$ cat src/qfpt_pkg.sv
`timescale 1ns / 1ps
package qfpt_pkg;

  localparam int unsigned OP_W   = 2;
  localparam int unsigned PAGE_W = 52;
  localparam int unsigned SLOT_W = 6;
  localparam int unsigned CNT_W  = 7;
  localparam int unsigned ST_W   = 2;

  localparam logic [OP_W-1:0] OP_INSERT = 2'd0;
  localparam logic [OP_W-1:0] OP_EVICT  = 2'd1;
  localparam logic [OP_W-1:0] OP_SETQ   = 2'd2;
  localparam logic [OP_W-1:0] OP_LOOKUP = 2'd3;

  localparam logic [ST_W-1:0] ST_OK       = 2'd0;
  localparam logic [ST_W-1:0] ST_FULL     = 2'd1;
  localparam logic [ST_W-1:0] ST_EMPTY    = 2'd2;
  localparam logic [ST_W-1:0] ST_NOTFOUND = 2'd3;

  typedef enum logic [2:0] {
    RK_REFUSE,
    RK_OK,
    RK_EMPTY,
    RK_INSERT,
    RK_FOUND,
    RK_MISS,
    RK_EVICT
  } qfpt_res_e;

  typedef struct packed {
    logic      load;
    logic      scan_step;
    logic      ins_commit;
    logic      rd_issue;
    logic      rd_oldest;
    logic      walk_adv;
    logic      take;
    logic      set_quota;
    logic      res_load;
    qfpt_res_e res_kind;
  } qfpt_cmd_t;

  typedef struct packed {
    logic [OP_W-1:0] op;
    logic            ins_refuse;
    logic            empty;
    logic            q_trivial;
    logic            scan_free;
    logic            walk_done;
    logic            match;
    logic            res_last;
  } qfpt_sts_t;

endpackage

$ cat src/qfpt_dp.sv
`timescale 1ns / 1ps
module qfpt_dp import qfpt_pkg::*; #(
  parameter int unsigned SLOTS         = 64,
  parameter int unsigned INITIAL_QUOTA = 64
) (
  input  logic              clk_i,
  input  logic              rst_ni,
  input  qfpt_cmd_t         cmd_i,
  output qfpt_sts_t         sts_o,
  input  logic [OP_W-1:0]   op_i,
  input  logic [PAGE_W-1:0] page_i,
  input  logic [CNT_W-1:0]  quota_i,
  output logic [ST_W-1:0]   status_o,
  output logic [SLOT_W-1:0] slot_o,
  output logic [PAGE_W-1:0] page_out_o,
  output logic              evicted_o,
  output logic [CNT_W-1:0]  used_count_o,
  output logic              last_o
);

  localparam int unsigned IW = (SLOTS > 1) ? $clog2(SLOTS) : 1;
  localparam logic [CNT_W-1:0] SlotsC = CNT_W'(SLOTS);
  localparam logic [CNT_W-1:0] InitQ  = CNT_W'(INITIAL_QUOTA);

  logic [PAGE_W-1:0] page_store [SLOTS];
  logic [IW-1:0]     order_next [SLOTS];
  logic [SLOTS-1:0]  slot_used_q;

  logic [OP_W-1:0]   op_q;
  logic [PAGE_W-1:0] page_q;
  logic [CNT_W-1:0]  qreq_q;
  logic [IW-1:0]     oldest_q, newest_q, cur_q, scan_q;
  logic [CNT_W-1:0]  used_q, quota_q, cnt_q;
  logic [PAGE_W-1:0] rd_page_q;
  logic [IW-1:0]     rd_next_q;

  logic [ST_W-1:0]   res_status_q;
  logic [SLOT_W-1:0] res_slot_q;
  logic [PAGE_W-1:0] res_page_q;
  logic              res_evicted_q;
  logic [CNT_W-1:0]  res_used_q;
  logic              res_last_q;

  logic [CNT_W-1:0]  qclamp;
  logic [CNT_W-1:0]  used_dec;
  logic              evict_last;
  logic [IW-1:0]     rd_addr;

  assign qclamp     = (quota_i > SlotsC) ? SlotsC : quota_i;
  assign used_dec   = used_q - CNT_W'(1);
  assign evict_last = (op_q != OP_SETQ) || (used_dec <= qreq_q);
  assign rd_addr    = cmd_i.rd_oldest ? oldest_q : cur_q;

  assign sts_o.op         = op_q;
  assign sts_o.ins_refuse = (used_q >= quota_q) || (used_q >= SlotsC);
  assign sts_o.empty      = (used_q == '0);
  assign sts_o.q_trivial  = (qreq_q >= quota_q) || (used_q <= qreq_q);
  assign sts_o.scan_free  = !slot_used_q[scan_q];
  assign sts_o.walk_done  = (cnt_q >= used_q);
  assign sts_o.match      = (rd_page_q == page_q);
  assign sts_o.res_last   = res_last_q;

  // Entry memories: one write and one registered read per cycle each.
  always_ff @(posedge clk_i) begin
    if (cmd_i.ins_commit) begin
      page_store[scan_q] <= page_q;
      if (used_q != '0) begin
        order_next[newest_q] <= scan_q;
      end
    end
    if (cmd_i.rd_issue) begin
      rd_page_q <= page_store[rd_addr];
      rd_next_q <= order_next[rd_addr];
    end
  end

  always_ff @(posedge clk_i) begin
    if (cmd_i.load) begin
      op_q   <= op_i;
      page_q <= page_i;
      qreq_q <= qclamp;
    end
    if (cmd_i.res_load) begin
      res_status_q  <= ST_OK;
      res_slot_q    <= '0;
      res_page_q    <= '0;
      res_evicted_q <= 1'b0;
      res_used_q    <= used_q;
      res_last_q    <= 1'b1;
      unique case (cmd_i.res_kind)
        RK_REFUSE: res_status_q <= ST_FULL;
        RK_OK:     res_status_q <= ST_OK;
        RK_EMPTY:  res_status_q <= ST_EMPTY;
        RK_MISS:   res_status_q <= ST_NOTFOUND;
        RK_INSERT: begin
          res_slot_q <= SLOT_W'(scan_q);
          res_used_q <= used_q + CNT_W'(1);
        end
        RK_FOUND:  res_slot_q <= SLOT_W'(cur_q);
        RK_EVICT: begin
          res_slot_q    <= SLOT_W'(oldest_q);
          res_page_q    <= rd_page_q;
          res_evicted_q <= 1'b1;
          res_used_q    <= used_dec;
          res_last_q    <= evict_last;
        end
        default: res_status_q <= ST_OK;
      endcase
    end
  end

  always_ff @(posedge clk_i or negedge rst_ni) begin
    if (!rst_ni) begin
      slot_used_q <= '0;
      oldest_q    <= '0;
      newest_q    <= '0;
      cur_q       <= '0;
      scan_q      <= '0;
      used_q      <= '0;
      quota_q     <= InitQ;
      cnt_q       <= '0;
    end else begin
      if (cmd_i.load) begin
        cur_q  <= oldest_q;
        cnt_q  <= '0;
        scan_q <= '0;
      end
      if (cmd_i.scan_step) begin
        scan_q <= scan_q + IW'(1);
      end
      if (cmd_i.ins_commit) begin
        slot_used_q[scan_q] <= 1'b1;
        if (used_q == '0) begin
          oldest_q <= scan_q;
        end
        newest_q <= scan_q;
        used_q   <= used_q + CNT_W'(1);
      end
      if (cmd_i.walk_adv) begin
        cur_q <= rd_next_q;
        cnt_q <= cnt_q + CNT_W'(1);
      end
      if (cmd_i.take) begin
        slot_used_q[oldest_q] <= 1'b0;
        used_q                <= used_dec;
        if (used_dec == '0) begin
          oldest_q <= '0;
          newest_q <= '0;
        end else begin
          oldest_q <= rd_next_q;
        end
        if (op_q == OP_SETQ && evict_last) begin
          quota_q <= qreq_q;
        end
      end
      if (cmd_i.set_quota) begin
        quota_q <= qreq_q;
      end
    end
  end

  assign status_o     = res_status_q;
  assign slot_o       = res_slot_q;
  assign page_out_o   = res_page_q;
  assign evicted_o    = res_evicted_q;
  assign used_count_o = res_used_q;
  assign last_o       = res_last_q;

endmodule

$ cat config.mk
export PLATFORM = sky130hd
export DESIGN_NAME = qfpt_dp
export DESIGN_NICKNAME = d
export VERILOG_FILES = /design/src/qfpt_pkg.sv /design/src/qfpt_dp.sv
export SDC_FILE = /design/constraint.sdc
export NUM_CORES = 2
export LEC_CHECK = 0
export ABC_AREA = 1
export BUFFER_PORTS_ARGS = -buffer_cell sky130_fd_sc_hd__buf_2
export CAP_MARGIN = 10
export CORE_ASPECT_RATIO = 0.6
export CORE_MARGIN = 5
export CORE_UTILIZATION = 49
export CTS_CLUSTER_SIZE = 8
export DETAILED_ROUTE_END_ITERATION = 8
export MAX_ROUTING_LAYER = met4
export PLACE_DENSITY = 0.67
export SYNTH_ARGS = -nofsm -noshare
export SYNTH_HDL_FRONTEND = slang
export SYNTH_SLANG_ARGS = --single-unit
$ cat constraint.sdc
create_clock -name clk_i -period 4.79 [get_ports clk_i]
set_input_delay 0.2395 -clock clk_i [delete_from_list [all_inputs] [get_ports clk_i]]
set_output_delay 0.2395 -clock clk_i [all_outputs]
set_load 0.01 [all_outputs]
# Word-level counts from Yosys, hierarchy flattened

Memories as Yosys holds them, arrays and structs flattened. A register that Yosys moved wholly into a read port is not among the register bits.
Index checks and enable logic that the tools add are counted.

Bitwise gates (word level): 3
Add/sub/neg operators: 4
Reduce and logical (&&, ||, !) cells: 19
Shift operators: 0
Order comparisons: 11
Multiplexer cells: 36
Div/mod/pow operators: 0
Equality and inequality tests: 8
Multiply operators: 0

Operators by type and width:

| kind                | number |
|---|---|
| $mux 64             | 2 |
| $mux 6              | 12 |
| $and 64x64->64      | 1 |
| $not 64->64         | 1 |
| $or 64x64->64       | 1 |
| $eq 52x52->1        | 1 |
| $mux 7              | 7 |
| $ge 7x7->1          | 3 |
| $pmux 6 s3          | 1 |
| $add 7x1->7 const B | 2 |
| $le 7x7->1          | 2 |
| $logic_not 7->1     | 2 |
| $lt 6x7->1 const B  | 2 |
| $pmux 7 s2          | 1 |
| $demux 1 s6         | 2 |
| $ge 6x1->1 const B  | 2 |
| $reduce_bool 2->1   | 6 |
| $eq 3x3->1 const B  | 3 |
| $mux 1              | 9 |
| $ge 7x7->1 const B  | 1 |
| $gt 7x7->1 const B  | 1 |
| $reduce_bool 7->1   | 1 |
| $sub 7x1->7 const B | 1 |
| $add 6x1->6 const B | 1 |
| other kinds (10)    | 16 |

Input port bits: 75
Memories: 2
Word-level logic and storage cells: 100
Bits in read-only memories: 0
Register bits: 239
Output and inout port bits: 78
Memory bits (writable): 3,712
Bits in latches: 0

Memory list:

| name       | depth | width | read ports | clocked after memory_dff | wr ports | line          | source |
|---|---|---|---|---|---|---|---|
| page_store | 64    | 52    | 1          | 1                        | 1        | qfpt_dp.sv:25 | `logic [PAGE_W-1:0] page_store [SLOTS];` |
| order_next | 64    | 6     | 1          | 1                        | 1        | qfpt_dp.sv:26 | `logic [IW-1:0] order_next [SLOTS];` |

# Longest topological paths before layout

Word-level depth: 8
Gate-level depth with buffers: 17
Mapped depth without buffers: 17

# Worst setup path before layout

No wires, ideal clock.

Path kind: register to register
From: register scan_q[0]
To: memory page_store[15][0], enable pin
Slack: 0.045 ns
Path buffers: 1
Data arrival time: 4.282 ns
Setup time: 0.463 ns
Data required time: 4.327 ns
Stages on the path, launching flop included: 6
Cell sequence: dfrtp_1 > clkinv_1 > clkbuf_1 > nor3_1 > inv_1 > nor2_1

RTL lines:

| what                     | line           | source |
|---|---|---|
| start: declaration       | qfpt_dp.sv:32  | `logic [IW-1:0] oldest_q, newest_q, cur_q, scan_q;` |
| start signal: assignment | qfpt_dp.sv:129 | `scan_q <= scan_q + IW'(1);` |
| end: declaration         | qfpt_dp.sv:25  |  |

No word-level cell before the write port.

==> metrics.md <==
| Metric | Value |
|---|---|
| Max-Cap Viols | 0 |
| Hold Crit Class | primary input to flip-flop |
| I/O pin count | 153 |
| Die Wd | 748.6 um |
| Crit path to | sts_o[1] |
| Post-CTS Setup Repair Bufs | 0 |
| Number of synthesized flops with an enable pin | 3900 |
| Least-Margin Pin Slew | 1.417 ns |
| CTS buffer count | 576 |
| Clock transition at the registers of the reported paths | 0.04 ns |
| Final setup vio count | 0 |
| Outcome | complete, no violations |
| Peak VDD IR | 513.2 uV |
| Place WS | 1.151 ns |
| Final period utilization | 87.21% |
| Finished Cell Area | 184700 sq um |
| Inst Count DP | 16667 |
| CP startpoint | page_q[8]$_DFFE_PP_ |
| Worst Skew | 0.07121 ns |
| Static leakage | 62.24 nW |
| GRT Overall Usage | 30.98% |
| Grt ovf | 0 |
| Post-synth top area cell | edfxtp_1 |
| Cell Area, Synth | 160400 sq um |
| Syn_nets | 12752 |
| Worst r2r path cells | 13 |
| Sequential area share after synthesis | 74.73% |
| Critical R2R Launch | oldest_q[0]$_DFFE_PN0P_ |
| Sink Count | 4009 |
| Height of the chip | 453.1 um |
| Routed wire length | 523800 um |
| Area after DPL | 167900 sq um |
| Count leader, synth | edfxtp_1 |
| Number of global-route vias before repair | 105028 |
| Top cells by area, synth | edfxtp_1 73%, nor2_1 5.3%, o21ai_0 4.0%, o211ai_1 3.3%, nand2_1 3.2% |
| Net Sw Power | 29.60 mW |
| Non-Filler Instances | 17485 |
| DR vias/cell | 6.395 |
| Synth async-reset ratio | 2.719% |
| Max Root-Sink Buffers | 4 |
| Crit start category | flip-flop |
| Slew Limit Fails | 0 |
| Starting Density | 49.30% |
| Share of layout cells above drive strength 1 | 9.533% |
| CP Max Fanout | 2 |
| Num rows | 162 |
| Final Core Density | 56.78% |
| FF-to-FF End | rd_page_q[49]$_DFFE_PP_ |
| Endpoints failing hold | 0 |
| CTS H-tree lvls | 6 |
| Minimum hold slack | 0.04251 ns |
| Top cell type's share of synthesized area | 73.03% |
| Power Internal | 67.21 mW |
| Count of input and output buffers | 152 |
| Detail Placement HPWL | 275700 um |
| Seq. cell area | 119800 sq um |
| #FFs+latches synth | 4009 |
| Top FF cell, synth | edfxtp_1 |
| Clock power share | 37.5% |
| RSZ-0062 raised after global routing | no |
| WL/cell | 29.96 um |
| Peak Freq | 239.4 MHz |
| Crit path kind | flip-flop to output pin |
| Worst setup EP type | output pin |
| Area grow syn2layout | 15.18% |
| ANT nets after route | 0 |
| Total number of vias | 111816 |
| Part of the power in combinational logic | 20.3% |
| Total power | 96.81 mW |
| CTS tree | done |
| Iter 0 DRT Violations | 20019 |
| Final WS setup | 0.6126 ns |
| Final #Nets | 13127 |
| Flop-to-flop setup slack | 0.94 ns |
| Count of hold-fix buffers inserted at cts | 113 |
| Switch share | 30.58% |
| GPL Wtd Cong | 0.8942 |
| Crit path required time | 4.55 ns |
| Core Area | 325300 sq um |
| Synth top cells by count | 3900 x edfxtp_1, 2259 x nor2_1, 1382 x nand2_1 |
| Unique masters post-synth | 40 |
| Clk_lat worst skew | 0.96 ns |
| Post-route minimum period | 4.177 ns |
| Total negative slack | 0 ns |
| DIE AREA | 339200 sq um |
| Largest net degree at the start of global routing | 142 |
| CTS resizes | 0 |
| Global-route wire length before repair | 741800 um |
| Mean post-synth cell area | 12.69 sq um |
| Root Driver | clkbuf_16 |
| Yosys synthesis warning count | 0 |
| # fillers | 25286 |
| DRC violations left | 0 |
| Cell count after synthesis | 12638 |
| Seq pwr share | 42.1% |
| Antenna violations before repair | 23 |
| Pwr Density | 524.1 nW/um^2 |
| Slew headroom | 4.865% |
| Initial DRT Pass Iterations | 6 |
| Multi-input gate area in the final layout | 36280 sq um |
| WP data arrival | 3.94 ns |
layer usage:
| layer | routed length (um) | GRT usage [%] | vias to the layer above |
|---|---|---|---|
| met5 | 0 | - | - |
| met4 | 23300 | 12.28 | 0 |
| met3 | 81430 | 9.009 | 1306 |
| met2 | 215700 | 41.59 | 8925 |
| met1 | 203400 | 44.33 | 54854 |
| li1 | - | - | 46731 |
worst min path at each step:
stage               startpoint  slack [ns]  cells after the start               endpoint
finish               page_i[8]        0.04                      2    page_q[8]$_DFFE_PP_
global route        page_i[26]        0.03                      2   page_q[26]$_DFFE_PP_
CTS                 page_i[26]     0.00005                      2   page_q[26]$_DFFE_PP_
detailed placement      rst_ni        0.39                      1   cnt_q[6]$_DFFE_PN0P_
global placement        rst_ni        0.40                      1  used_q[3]$_DFFE_PN0P_
floorplan               rst_ni       -0.06                      0   cnt_q[0]$_DFFE_PN0P_
cells in the final DEF, fill, tap and decap left out, types with 3 or more instances in the layout:
cell type / netlist / routed
xor2_1: 24 / 24
nor2_1: 2259 / 2195
dfrtp_2: 0 / 6
buf_4: 23 / 241
clkinv_8: 0 / 9
nand4_1: 26 / 26
o22ai_1: 249 / 249
inv_16: 0 / 7
dlygate4sd3_1: 0 / 112
xnor2_1: 30 / 30
buf_2: 312 / 148
or2_2: 8 / 8
nand2_1: 1382 / 1382
o21ai_1: 368 / 365
inv_6: 0 / 16
o21a_1: 5 / 5
nor2_4: 0 / 64
clkinv_16: 0 / 4
a22oi_1: 11 / 11
inv_8: 0 / 3
ha_1: 39 / 39
dfrtp_1: 108 / 102
o221ai_1: 18 / 18
inv_1: 298 / 296
clkinv_1: 13 / 16
o21ai_0: 1294 / 1294
nand3_1: 935 / 935
nor4_2: 0 / 7
edfxtp_1: 3900 / 3900
o21ai_4: 0 / 5
a41oi_1: 11 / 11
clkbuf_1: 455 / 56
buf_12: 0 / 130
diode_2: 0 / 16
nor3_1: 23 / 23
nor4_1: 11 / 3
clkbuf_16: 0 / 592
o211ai_1: 698 / 698
a21oi_1: 71 / 71
state kept, by name (all words and copies together) (netlist names), 6 cells and up:
name          cells
scan_q            6
qreq_q            7
cnt_q             7
page_out_o       52
page_store     3328
quota_q           7
slot_o            6
cur_q             6
oldest_q          6
page_q           52
used_q            7
newest_q          6
used_count_o      7
rd_next_q         6
slot_used_q      64
order_next      384
rd_page_q        52
cell type report:
type / count / share of cell area (%)
Antenna cell: 16 / 0.02167
Clock buffer: 649 / 8.141
Clock inverter: 39 / 0.3014
Inverter: 316 / 0.6590
Multi-Input combinational cell: 7478 / 19.64
Sequential cell: 4009 / 64.88
Tap cell: 4346 / 2.944
Timing Repair Buffer: 632 / 3.411
power groups by stage:
stage	Clock [mW]	Combinational, mW	Sequential, mW
2_1_floorplan	0	12.1	41.2
3_3_place_gp	0	18.6	41.4
3_5_place_dp	0	19.0	41.4
4_1_cts	36.6	19.2	40.8
5_1_grt	38.2	21.3	40.8
6_report	36.3	19.7	40.8
cell families after synthesis:
logic type                 synth area share [%]
xor gates and xnor gates                 0.2949
AOI/OAI and AO/OA                         9.929
DFF                                       74.73
buffers and inverters                     3.029
and+or+nand+nor                           11.72
adders and majority gates                0.3043
critical path: stages, from the launching register on:
cell      delay [ns]
edfxtp_1        0.78
xnor2_1         0.20
nand3_1         0.50
nor4_1          0.52
buf_4           0.23
nand3_1         0.10
nor3_1          0.28
buf_4           0.21
buf_2           0.14
(Power assumes the default switching activity.)
