`config.mk`:
```
export PLATFORM = sky130hd
export DESIGN_NAME = qfpt_ctrl
export DESIGN_NICKNAME = d
export VERILOG_FILES = /design/src/qfpt_pkg.sv /design/src/qfpt_ctrl.sv
export SDC_FILE = /design/constraint.sdc
export NUM_CORES = 1
export LEC_CHECK = 0
export BUFFER_PORTS_ARGS = -buffer_cell sky130_fd_sc_hd__buf_2
export CAP_MARGIN = 5
export CORE_MARGIN = 4
export CORE_UTILIZATION = 28
export DETAILED_ROUTE_END_ITERATION = 16
export HOLD_SLACK_MARGIN = 0.05
export REMOVE_ABC_BUFFERS = 1
export SYNTH_ARGS = -nofsm -noshare
export SYNTH_HDL_FRONTEND = slang
export SYNTH_SLANG_ARGS = --single-unit
```
`constraint.sdc`:
```
create_clock -name clk_i -period 2.1 [get_ports clk_i]
set_input_delay 0.21 -clock clk_i [delete_from_list [all_inputs] [get_ports clk_i]]
set_output_delay 0.21 -clock clk_i [all_outputs]
set_load 0.1 [all_outputs]
```
`src/qfpt_pkg.sv`:
```
`timescale 1ns / 1ps
package qfpt_pkg;

  localparam int unsigned OP_W   = 2;
  localparam int unsigned PAGE_W = 52;
  localparam int unsigned SLOT_W = 6;
  localparam int unsigned CNT_W  = 7;
  localparam int unsigned ST_W   = 2;

  localparam logic [OP_W-1:0] OP_INSERT = 2'd0;
  localparam logic [OP_W-1:0] OP_EVICT  = 2'd1;
  localparam logic [OP_W-1:0] OP_SETQ   = 2'd2;
  localparam logic [OP_W-1:0] OP_LOOKUP = 2'd3;

  localparam logic [ST_W-1:0] ST_OK       = 2'd0;
  localparam logic [ST_W-1:0] ST_FULL     = 2'd1;
  localparam logic [ST_W-1:0] ST_EMPTY    = 2'd2;
  localparam logic [ST_W-1:0] ST_NOTFOUND = 2'd3;

  typedef enum logic [2:0] {
    RK_REFUSE,
    RK_OK,
    RK_EMPTY,
    RK_INSERT,
    RK_FOUND,
    RK_MISS,
    RK_EVICT
  } qfpt_res_e;

  typedef struct packed {
    logic      load;
    logic      scan_step;
    logic      ins_commit;
    logic      rd_issue;
    logic      rd_oldest;
    logic      walk_adv;
    logic      take;
    logic      set_quota;
    logic      res_load;
    qfpt_res_e res_kind;
  } qfpt_cmd_t;

  typedef struct packed {
    logic [OP_W-1:0] op;
    logic            ins_refuse;
    logic            empty;
    logic            q_trivial;
    logic            scan_free;
    logic            walk_done;
    logic            match;
    logic            res_last;
  } qfpt_sts_t;

endpackage

```
`src/qfpt_ctrl.sv`:
```
`timescale 1ns / 1ps
module qfpt_ctrl import qfpt_pkg::*; (
  input  logic      clk_i,
  input  logic      rst_ni,
  input  logic      in_valid_i,
  output logic      in_ready_o,
  output logic      out_valid_o,
  input  logic      out_ready_i,
  input  qfpt_sts_t sts_i,
  output qfpt_cmd_t cmd_o
);

  typedef enum logic [6:0] {
    S_IDLE  = 7'b0000001,
    S_DISP  = 7'b0000010,
    S_SCAN  = 7'b0000100,
    S_WALK  = 7'b0001000,
    S_CMP   = 7'b0010000,
    S_EVICT = 7'b0100000,
    S_OUT   = 7'b1000000
  } qfpt_state_e;

  qfpt_state_e state_q, state_d;

  assign in_ready_o  = (state_q == S_IDLE);
  assign out_valid_o = (state_q == S_OUT);

  always_comb begin
    state_d = state_q;
    cmd_o   = '0;
    unique case (state_q)
      S_IDLE: begin
        if (in_valid_i) begin
          cmd_o.load = 1'b1;
          state_d    = S_DISP;
        end
      end
      S_DISP: begin
        unique case (sts_i.op)
          OP_INSERT: begin
            if (sts_i.ins_refuse) begin
              cmd_o.res_load = 1'b1;
              cmd_o.res_kind = RK_REFUSE;
              state_d        = S_OUT;
            end else begin
              state_d = S_SCAN;
            end
          end
          OP_EVICT: begin
            if (sts_i.empty) begin
              cmd_o.res_load = 1'b1;
              cmd_o.res_kind = RK_EMPTY;
              state_d        = S_OUT;
            end else begin
              cmd_o.rd_issue  = 1'b1;
              cmd_o.rd_oldest = 1'b1;
              state_d         = S_EVICT;
            end
          end
          OP_SETQ: begin
            if (sts_i.q_trivial) begin
              cmd_o.set_quota = 1'b1;
              cmd_o.res_load  = 1'b1;
              cmd_o.res_kind  = RK_OK;
              state_d         = S_OUT;
            end else begin
              cmd_o.rd_issue  = 1'b1;
              cmd_o.rd_oldest = 1'b1;
              state_d         = S_EVICT;
            end
          end
          default: begin
            state_d = S_WALK;
          end
        endcase
      end
      S_SCAN: begin
        if (sts_i.scan_free) begin
          cmd_o.ins_commit = 1'b1;
          cmd_o.res_load   = 1'b1;
          cmd_o.res_kind   = RK_INSERT;
          state_d          = S_OUT;
        end else begin
          cmd_o.scan_step = 1'b1;
        end
      end
      S_WALK: begin
        if (sts_i.walk_done) begin
          cmd_o.res_load = 1'b1;
          cmd_o.res_kind = RK_MISS;
          state_d        = S_OUT;
        end else begin
          cmd_o.rd_issue = 1'b1;
          state_d        = S_CMP;
        end
      end
      S_CMP: begin
        if (sts_i.match) begin
          cmd_o.res_load = 1'b1;
          cmd_o.res_kind = RK_FOUND;
          state_d        = S_OUT;
        end else begin
          cmd_o.walk_adv = 1'b1;
          state_d        = S_WALK;
        end
      end
      S_EVICT: begin
        cmd_o.take     = 1'b1;
        cmd_o.res_load = 1'b1;
        cmd_o.res_kind = RK_EVICT;
        state_d        = S_OUT;
      end
      S_OUT: begin
        if (out_ready_i) begin
          if (sts_i.res_last) begin
            state_d = S_IDLE;
          end else begin
            cmd_o.rd_issue  = 1'b1;
            cmd_o.rd_oldest = 1'b1;
            state_d         = S_EVICT;
          end
        end
      end
      default: begin
        state_d = S_IDLE;
      end
    endcase
  end

  always_ff @(posedge clk_i or negedge rst_ni) begin
    if (!rst_ni) begin
      state_q <= S_IDLE;
    end else begin
      state_q <= state_d;
    end
  end

endmodule

```
# Word-level counts from Yosys, hierarchy flattened
# Index checks and enable logic that the tools add are counted.
classes:
  muxes: 37
  eq_ne: 12
  reduce_logical: 2
ops:
  columns: ["operator", "count"]
  rows:
  - ["2-to-1 mux 7 bit", 8]
  - ["one-hot mux 7 bit (7 select lines)", 1]
  - ["one-hot mux 7 bit (3 select lines)", 1]
  - ["2-to-1 mux 4 bit", 5]
  - ["one-hot mux 4 bit (5 select lines)", 1]
  - ["one-hot mux 4 bit (3 select lines)", 1]
  - ["2-to-1 mux 1 bit", 10]
  - ["2-to-1 mux 2 bit", 5]
  - ["== test 7 x 1 -> 1 bit, second input constant", 1]
  - ["== test 7 x 2 -> 1 bit, second input constant", 1]
  - ["== test 7 x 3 -> 1 bit, second input constant", 1]
  - ["== test 7 x 4 -> 1 bit, second input constant", 1]
  - ["== test 7 x 5 -> 1 bit, second input constant", 1]
  - ["== test 7 x 6 -> 1 bit, second input constant", 1]
  - ["== test 7 bit, second input constant", 1]
  - ["2-to-1 mux 6 bit", 1]
  - ["2-to-1 mux 5 bit", 1]
  - ["inequality test 2 bit, second input constant", 2]
  - ["one-hot mux 2 bit (2 select lines)", 1]
  - ["one-hot mux 1 bit (3 select lines)", 1]
  - ["AND reduction 3 bit", 1]
  - ["== test 2 x 1 -> 1 bit, second input constant", 1]
  - ["== test 2 bit, second input constant", 1]
  - ["logical NOT 2 bit", 1]
  - ["other kinds (2)", 2]
totals:
  reg_bits: 7
  output_inout_bits: 14
  input_bits: 13

# Logic depth before layout (Yosys ltp)
# Gate-level depths: netlist of the first run.
depth:
  word_depth: 3
  depth_mapped: 6

# Worst setup path after synthesis of the first run
# No wires, ideal clock.
synth_path:
  path_kind: "register to output"
  start: "reg state_q[3]"
  end: "out cmd_o[6] in the netlist's numbering"
  arrival_ns: 4.073
  path_buffers: 1
  path_slack_ns: -2.183
  required_ns: 1.890
  path_stages_with_launch: 5
  cell_sequence: "dfrtp_1 > clkbuf_8 > nor3_1 > nand2_1 > nor4b_1"
synth_rtl:
  columns: ["item", "line", "source"]
  rows:
  - ["start, declared", "qfpt_ctrl.sv:23", "qfpt_state_e state_q, state_d;"]
  - ["start signal, assigned", "qfpt_ctrl.sv:134", "state_q <= state_d;"]
  - ["end, declared", "qfpt_ctrl.sv:10", "output qfpt_cmd_t cmd_o"]

==> results of run 1 <==
## cells by family after synthesis
group / after synthesis / share of synthesized area, %
DFF: 7 / 23.9
buffers and inverters: 12 / 9.68
xor gates and xnor gates: 2 / 2.38
adders and majority gates: 4 / 6.79
AOI/OAI and AO/OA: 18 / 20.9
and+or+nand+nor: 38 / 36.3
## metrics by stage
step / area (um^2) / worst slack, ns / hold slack, ns / instances / util [%]
after CTS: 1240 / -0.0436 / 0.267 / 149 / 49.4
after global placement: 1140 / 0.109 / 0.0450 / 141 / 45.5
final: 1270 / -0.0553 / 0.273 / 150 / 50.9
after detailed placement: 1140 / 0.0901 / 0.0444 / 141 / 45.5
after global routing: 1270 / -0.114 / 0.271 / 150 / 50.9
after floorplan: 692 / -2.17 / -0.0856 / 76 / -
## power by group
part	internal (uW)	switching [uW]
clock network	72.2	44.6
registers	173	32.1
logic	390	589
total	636	665
## what timing repair did
| action | 4_1_cts | 5_1_grt |
|---|---|---|
| hold buffers | 1 | 0 |
| hold endpoints to repair | 7 | 0 |
| setup buffers | 3 | 1 |
| endpoints found under the setup margin | 5 | 10 |
| gates resized for setup | 6 | 5 |
| pin swaps | 6 | 7 |
## worst reg2reg max path, stage by stage (launching register included)
cell and delay [ns]:
dfrtp_1 0.39, or4_4 0.60, a211oi_2 0.24, a211o_1 0.23, buf_4 0.14, a21o_1 0.07
## Yosys cell counts, types with 2 or more instances
cell type  count  area, um^2
inv_1          7        26.3
buf_4          2        15.0
nand2_1        5        18.8
nor3_1         4        20.0
ha_1           4        50.1
dfrtp_1        6         150
xor2_1         2        17.5
nor3_2         2        20.0
nor2_1         6        22.5
nand3b_1       3        22.5
a21o_1         2        15.0
and3_2         2        15.0
a31o_1         2        17.5
## how the worst max path moves through the flow
stage | from | end | slack (ns) | depth (start not counted)
after detailed placement | state_q[1] | cmd_o[8] | 0.09 | 5
after CTS | state_q[4] | cmd_o[8] | -0.04 | 5
after global routing | state_q[4] | cmd_o[8] | -0.11 | 5
after floorplan | state_q[3] | cmd_o[6] | -2.17 | 3
after global placement | state_q[1] | cmd_o[8] | 0.11 | 5
final | state_q[4] | cmd_o[8] | -0.06 | 5
## layout make-up
| class | count | share of cell area (%) |
|---|---|---|
| timing repair buffer | 40 | 35.2 |
| clock buffer | 4 | 2.07 |
| multi-input combinational | 62 | 43.7 |
| sequential | 7 | 14.0 |
| tap | 30 | 2.95 |
| inverter | 7 | 2.07 |
## routing by layer
layer  vias up  GRT usage (%)  wire [um]
met5         -              0          0
li1        378              -          -
met1       371           16.1        889
met4         0           4.53         11
met3         2           1.96         42
met2        17           20.7       1040
==> impl_metrics.py, run 1 <==
metrics = {
    "setup_path": {
        "cp-end-kind": "primary output",
        "cpMaxStageDelayCell": "or4_4",
        "r2r-end": "state_q[6]",
        "max_stage_delay_ns": 0.60,
        "cp-start-kind": "flip-flop",
        "cp_num_buf_inv": 1,
        "required_ns": 1.89,
        "critPathKind": "reg2out",
        "path_max_fanout": 4,
        "cp_data_arrival_time_ns": 1.95,
        "critical_path.cell_chain": "or4_4, nor2_4, and4bb_1, or2_1, buf_12",
        "r2r-start": "state_q[4]",
        "cp_top_family": "simple AND/OR/NAND/NOR gates",
        "r2r_slack_ns": 0.38,
        "reg2reg_depth": 5,
    },
    "global_routing": {
        "grt_max_degree": 12,
        "antenna_found_initial": 0,
        "grt-ovfl-total": 0,
        "grt_usage_pct": 12.4,
        "grt_pass1_vias": 768,
        "grt_pass1_wl_mm": 3.37,
    },
    "floorplan": {
        "dieArea_um2": 3520,
        "initial_utilization_pct": 29.5,
        "die_h_um": 59.3,
        "die-width_um": 59.3,
        "io_pins": 27,
        "coreArea_um2": 2500,
        "row_count": 18,
    },
    "min_path": {
        "hold_path_class": "in2reg",
        "worstHoldEndpoint": "state_q[1]",
        "hold_path_startpoint": "in_valid_i",
        "hold_path_depth": 2,
    },
    "clock_tree": {
        "cts_tree": "built",
        "max-clock-path-buffers": 2,
        "clkSinkCount": 7,
        "cts-buffers-inserted": 3,
        "cts.reportedPaths.clkPinSlew_ns": 0.05,
        "h-tree-depth": 1,
        "clockRootBuffer": "clkbuf_4",
        "clock_latency_ns": 0.24,
    },
    "synth": {
        "async_flop_share_pct": 100,
        "synth_edf_count": 0,
        "ys_types": 47,
        "yosysWarningCount": 0,
        "syn-cell-area_um2": 737,
        "syn_avg_cell_area_um2": 9.10,
        "ys_ff_latch": 7,
        "seq_area_frac_synth_pct": 23.9,
        "synth_cells": 81,
        "synth-main-ff-cell": "dfrtp_1",
    },
    "cells_and_area": {
        "largest_reg_flops": 7,
        "multiInputGateArea_um2": 556,
        "layout_commonest_cell": "buf_12",
        "nNetsFinal": 138,
        "drive_above_1_share_pct": 51.7,
        "fillers": 215,
        "final-seq-area_um2": 178,
        "largest_register": "state_q",
        "areaGrowthSynthToFinish_pct": 72.5,
        "reg.largest.list": "state_q: 7 flops",
        "num_antenna_cells": 0,
        "final_cell_mix": "buf_12, buf_4, buf_2",
    },
    "run_status": {
        "violations": "negative setup slack",
        "status": "complete, but fails checks",
    },
    "timing": {
        "fin_skew_ns": 0.00607,
        "fin_tns_setup_ns": -0.0652,
        "period_minus_slack_ns": 2.16,
        "hold_viol": 0,
        "relSlewSlack_pct": 75.3,
        "period_share_pct": 103,
        "slew_viol_final": 0,
        "setup_viol": 3,
        "rsz0062_at_grt": "yes",
        "fmax_mhz": 464,
        "worst_pin_slew_ns": 0.367,
        "postLayoutSetupSlackWorst_ns": -0.0553,
    },
    "placement": {
        "dp_hpwl_mm": 1.60,
        "port_buffers": 26,
        "gp_congestion": 0.826,
    },
    "drt": {
        "via_per_inst": 5.12,
        "wl_per_cell_um": 13.2,
        "ant_nets": 0,
        "wirelength_mm": 1.99,
        "initialDrtViolationCount": 12,
        "drc": 0,
        "dr_total_vias": 768,
        "first_pass_iters": 4,
    },
    "power_and_ir_drop": {
        "finalPower_uw": 1300,
        "power.leakage_uw": 0.000600,
        "irDropWorstVdd_mv": 1.11,
        "powerDensity_nw_per_um2": 1020,
    },
    "job": {
        "cap_violations": 0,
    },
}
(Power assumes the default switching activity.)
==> inputs of run 2 (changes only) <==
- CORE_ASPECT_RATIO: default -> 0.9
==> run 2 against run 1 <==
The flow still finishes with violations (negative setup slack). First-iteration DRC count grew 130%. Routed wire length grew 16%. Clock skew shrank 0.0043 ns. Combinational power grew 8%. Fmax shrank 0.82%. Design area grew 1.4%. Clock-buffer cell count is the same. Critical endpoint is now cmd_o[3]. Via count grew 6.8%. Sequential share of layout area shrank 0.29 points. Non-clock buffer count grew 3. Register-to-register slack lost 0.04 ns. Sequential power shrank 5%.
==> impl_metrics.py, run 2 (synthesis gave the netlist of run 1 again) <==
metrics = {
    "timing": {
        "setup_viol": 5,
        "rsz0062_at_grt": "yes",
        "period_share_pct": 103,
        "slew_viol_final": 0,
        "relSlewSlack_pct": 75.1,
        "hold_viol": 0,
        "period_minus_slack_ns": 2.17,
        "postLayoutSetupSlackWorst_ns": -0.0730,
        "fmax_mhz": 460,
        "fin_skew_ns": 0.00175,
        "worst_pin_slew_ns": 0.371,
    },
    "cells_and_area": {
        "reg.largest.list": "state_q: 7 flops",
        "largest_reg_flops": 7,
        "fillers": 216,
        "nNetsFinal": 141,
        "final_cell_area_um2": 1290,
        "multiInputGateArea_um2": 556,
        "layout_commonest_cell": "buf_4",
        "final_core_util_pct": 51.8,
        "largest_register": "state_q",
        "areaGrowthSynthToFinish_pct": 74.9,
        "final-seq-area_um2": 176,
        "final_cell_mix": "buf_4, buf_12, buf_2",
        "num_antenna_cells": 0,
        "drive_above_1_share_pct": 53.7,
    },
    "floorplan": {
        "die_h_um": 56.7,
        "row_count": 17,
        "initial_utilization_pct": 29.6,
        "coreArea_um2": 2490,
        "die-width_um": 62.1,
        "dieArea_um2": 3520,
        "io_pins": 27,
    },
    "drt": {
        "dr_total_vias": 820,
        "wl_per_cell_um": 15.3,
        "first_pass_iters": 4,
        "ant_nets": 0,
        "via_per_inst": 5.43,
        "initialDrtViolationCount": 28,
        "drc": 0,
        "wirelength_mm": 2.31,
    },
    "clock_tree": {
        "clkSinkCount": 7,
        "cts-buffers-inserted": 3,
        "clockRootBuffer": "clkbuf_4",
        "clock_latency_ns": 0.26,
        "cts_tree": "built",
        "max-clock-path-buffers": 2,
        "h-tree-depth": 1,
        "cts.reportedPaths.clkPinSlew_ns": 0.06,
    },
    "setup_path": {
        "cp_top_family": "simple AND/OR/NAND/NOR gates",
        "cp-start-kind": "flip-flop",
        "critical_path.cell_chain": "or4_4, buf_6, a211oi_4, a211o_1, buf_12",
        "critPathKind": "reg2out",
        "cp_num_buf_inv": 2,
        "required_ns": 1.89,
        "max_stage_delay_ns": 0.59,
        "cp_data_arrival_time_ns": 1.96,
        "path_max_fanout": 3,
        "cp-end-kind": "primary output",
        "cpMaxStageDelayCell": "or4_4",
    },
    "run_status": {
        "violations": "negative setup slack",
        "status": "complete, but fails checks",
    },
    "global_routing": {
        "grt_pass1_wl_mm": 3.81,
        "grt-ovfl-total": 0,
        "grt_usage_pct": 14.6,
        "antenna_found_initial": 0,
        "grt_pass1_vias": 796,
        "grt_max_degree": 12,
    },
    "placement": {
        "place_area_um2": 1100,
        "gp_congestion": 0.793,
        "dp_hpwl_mm": 1.76,
        "port_buffers": 26,
    },
    "power_and_ir_drop": {
        "power.leakage_uw": 0.000613,
        "p_seq_share_pct": 14.1,
        "intPower_uw": 678,
        "p_clk_share_pct": 9.4,
        "switching_share_pct": 51.2,
        "p_sw_uw": 710,
        "powerDensity_nw_per_um2": 1080,
        "irDropWorstVdd_mv": 1.07,
        "power_frac_comb_pct": 76.5,
    },
    "min_path": {
        "hold_path_class": "in2reg",
    },
    "job": {
        "cap_violations": 0,
    },
}
run 2: cell types whose count changed in the layout (fill, tap and decap cells not counted), sizes merged:
cell,previous run,this run
buf,39,42
run 2: stage by stage:
stage               setup slack [ns]  hold slack, ns  instances  total power (uW)  TNS, ns
floorplan                      -2.17         -0.0856         76               782    -9.49
global placement               0.117          0.0608        137              1050        0
detailed placement            0.0893          0.0627        137              1070        0
CTS                          -0.0886           0.250        148              1300   -0.373
global route                  -0.147           0.248        151              1460   -0.695
finish                       -0.0730           0.249        151              1390   -0.275
run 2: worst paths after layout:
| kind | from | endpoint | slack, ns | depth (start not counted) |
|---|---|---|---|---|
| max | state_q[0] | cmd_o[3] | -0.07 | 5 |
| min | in_valid_i | state_q[1] | 0.25 | 2 |
| max reg2reg | state_q[0] | state_q[0] | 0.34 | 5 |
| min reg2reg | state_q[0] | state_q[1] | 0.74 | 2 |
| max in group asynchronous | rst_ni | state_q[0] | 1.54 | 2 |
| min in group asynchronous | rst_ni | state_q[2] | 0.32 | 2 |
run 2: per-layer routing:
metal / track usage [%] / vias up / wire length, um
met1: 20.2 / 386 / 1040
met3: 4.14 / 4 / 181
li1: - / 390 / -
met4: 4.55 / 0 / 19
met2: 21.6 / 40 / 1070
met5: 0 / - / 0
run 2: power by group through the flow:
stage	clock network, uW	registers [uW]	logic (uW)
after global placement	0	210	842
after CTS	131	191	982
final	130	195	1060
after detailed placement	0	215	856
after global routing	144	201	1120
after floorplan	0	219	562
run 2: final cells by class:
class	count	share of cell area (%)
well taps	28	2.72
clock buffers	4	2.04
repair buffers	43	36.4
multi-input cells	62	43.1
inverters	7	2.04
flip-flops and latches	7	13.7
run 2: timing repair:
action                                  CTS  global route
endpoints found under the hold margin     7             0
resized for setup                         7             8
endpoints found under the setup margin   10            10
buffers inserted                          6             3
pin swaps                                 5             7
hold buffers                              1             0
==> inputs of run 3 (changes only) <==
--- a/config.mk
+++ b/config.mk
@@ -13,4 +13,5 @@
 export DETAILED_ROUTE_END_ITERATION = 16
 export HOLD_SLACK_MARGIN = 0.05
+export MAX_ROUTING_LAYER = met4
 export REMOVE_ABC_BUFFERS = 1
 export SYNTH_ARGS = -nofsm -noshare
==> constraint.sdc (replaced) <==
create_clock -name clk_i -period 2.1 [get_ports clk_i]
set_input_delay 0.21 -clock clk_i [delete_from_list [all_inputs] [get_ports clk_i]]
set_output_delay 0.21 -clock clk_i [all_outputs]
set_load 0.01 [all_outputs]
==> run 3 against run 2 <==
The run now ends clean. Routed wire length down 7.4%. Clock power rose by 3%. First-iteration DRC count down 61%. Critical path depth unchanged. Register-to-register slack improved by 0.07 ns. Clock skew grew 0.0067 ns. Sequential power is 13% higher. Global-route usage fell by 0.95 points. Worst hold slack got worse by 0.0036 ns. Flip-flop and latch count did not move. Critical endpoint is now cmd_o[8].
==> impl_metrics.py, run 3 (synthesis gave the netlist of run 1 again) <==
metrics = {
    "timing": {
        "relSlewSlack_pct": 76.7,
        "fin_skew_ns": 0.00848,
        "period_share_pct": 99.5,
        "rsz0062_at_grt": "yes",
        "hold_ws_ns": 0.246,
        "setup_viol": 0,
        "slew_viol_final": 0,
        "hold_viol": 0,
        "fin_tns_setup_ns": 0,
        "fmax_mhz": 478,
        "period_minus_slack_ns": 2.09,
        "worst_pin_slew_ns": 0.346,
    },
    "cells_and_area": {
        "final_cell_mix": "buf_2, inv_1, buf_4",
        "num_antenna_cells": 0,
        "fillers": 257,
        "largest_reg_flops": 7,
        "nNetsFinal": 132,
        "instances_no_fill": 142,
        "areaGrowthSynthToFinish_pct": 36.0,
        "largest_register": "state_q",
        "drive_above_1_share_pct": 50.0,
        "layout_commonest_cell": "buf_2",
        "reg.largest.list": "state_q: 7 flops",
    },
    "global_routing": {
        "grt_max_degree": 12,
        "grt_pass1_vias": 769,
        "grt_pass1_wl_mm": 3.49,
        "antenna_found_initial": 0,
        "grt_usage_pct": 13.7,
        "grt-ovfl-total": 0,
    },
    "setup_path": {
        "r2r_slack_ns": 0.41,
        "cp-end-kind": "primary output",
        "reg2reg_depth": 4,
        "max_stage_delay_ns": 0.61,
        "critical_path.cell_chain": "or4_4, nor4_4, a32o_2, or2_1, buf_2",
        "required_ns": 1.89,
        "r2r-start": "state_q[1]",
        "cpMaxStageDelayCell": "or4_4",
        "path_max_fanout": 4,
        "endpoint": "cmd_o[8]",
        "cp-start-kind": "flip-flop",
        "cp_data_arrival_time_ns": 1.88,
        "critPathKind": "reg2out",
        "cp-startpoint": "state_q[1]",
        "r2r-end": "state_q[5]",
    },
    "power_and_ir_drop": {
        "power_frac_comb_pct": 60.2,
        "p_clk_share_pct": 15.1,
        "power.leakage_uw": 0.000522,
        "p_sw_uw": 390,
        "powerDensity_nw_per_um2": 886,
        "switching_share_pct": 43.9,
        "p_seq_share_pct": 24.8,
        "intPower_uw": 498,
        "irDropWorstVdd_mv": 0.569,
        "finalPower_uw": 888,
    },
    "drt": {
        "wirelength_mm": 2.14,
        "first_pass_iters": 4,
        "drc": 0,
        "initialDrtViolationCount": 11,
        "dr_total_vias": 729,
        "via_per_inst": 5.13,
        "wl_per_cell_um": 15.1,
        "ant_nets": 0,
    },
    "run_status": {
        "status": "finished clean",
    },
    "clock_tree": {
        "h-tree-depth": 1,
        "cts-buffers-inserted": 3,
        "clockRootBuffer": "clkbuf_4",
        "max-clock-path-buffers": 2,
        "cts_tree": "built",
        "cts.reportedPaths.clkPinSlew_ns": 0.06,
        "clock_latency_ns": 0.27,
        "clkSinkCount": 7,
    },
    "floorplan": {
        "io_pins": 27,
        "die-width_um": 62.1,
        "dieArea_um2": 3520,
        "coreArea_um2": 2490,
        "row_count": 17,
        "initial_utilization_pct": 29.6,
        "die_h_um": 56.7,
    },
    "placement": {
        "port_buffers": 26,
        "place_inst": 134,
        "gp_congestion": 0.815,
        "dp_hpwl_mm": 1.63,
    },
    "job": {
        "cap_violations": 0,
    },
    "min_path": {
        "hold_path_class": "in2reg",
    },
}
==> run 3: power by group through the flow <==
stage          Clock, uW  Combinational, uW  Sequential (uW)
2_1_floorplan          0                290              219
3_3_place_gp           0                422              219
3_5_place_dp           0                427              220
4_1_cts              136                454              215
5_1_grt              145                588              224
6_report             134                535              220
==> run 3: per-layer routing <==
layer | vias to the layer above | wire [um] | part of all wire (%) | GRT usage, %
met4 | 0 | 16 | 0.75 | 4.55
met1 | 337 | 1010 | 47 | 18.7
met3 | 2 | 113 | 5.3 | 2.30
li1 | 369 | - | - | -
met2 | 21 | 995 | 47 | 20.1
met5 | - | 0 | 0 | -
==> run 3: metrics by stage <==
stage	util, %	setup WS, ns	cell area [um^2]
floorplan	-	0.327	692
global placement	35.6	0.259	887
detailed placement	35.6	0.226	887
CTS	37.8	-0.0360	940
global route	40.3	-0.0426	1000
finish	40.3	0.00956	1000
==> run 3: critical path: cells and delay by family (launching register included) <==
kind | cells | cell delay, ns
buffers and inverters | 1 | 0.12
DFF | 1 | 0.43
AOI/OAI and AO/OA | 1 | 0.18
and+or+nand+nor | 3 | 0.89
==> run 3: worst min-delay path by stage <==
stage | startpoint | end | cells after the start
global placement | rst_ni | state_q[2] | 1
finish | in_valid_i | state_q[1] | 2
detailed placement | rst_ni | state_q[4] | 1
floorplan | rst_ni | state_q[1] | 0
CTS | out_ready_i | state_q[6] | 3
global route | out_ready_i | state_q[6] | 3
==> run 3: area by class of cell <==
cell class	count	area [um^2]	area share (%)
timing repair buffer	34	193	19.2
tap	28	35.0	3.50
inverter	7	26.3	2.62
multi-input combinational	62	542	54.1
sequential	7	180	18.0
clock buffer	4	26.3	2.62
==> run 3: timing repair <==
action                                  CTS  global route
hold buffers                              1             0
hold endpoints to repair                  7             0
resized for setup                         1            10
pin swaps                                 1             5
setup buffers                             2             1
endpoints found under the setup margin    4            10
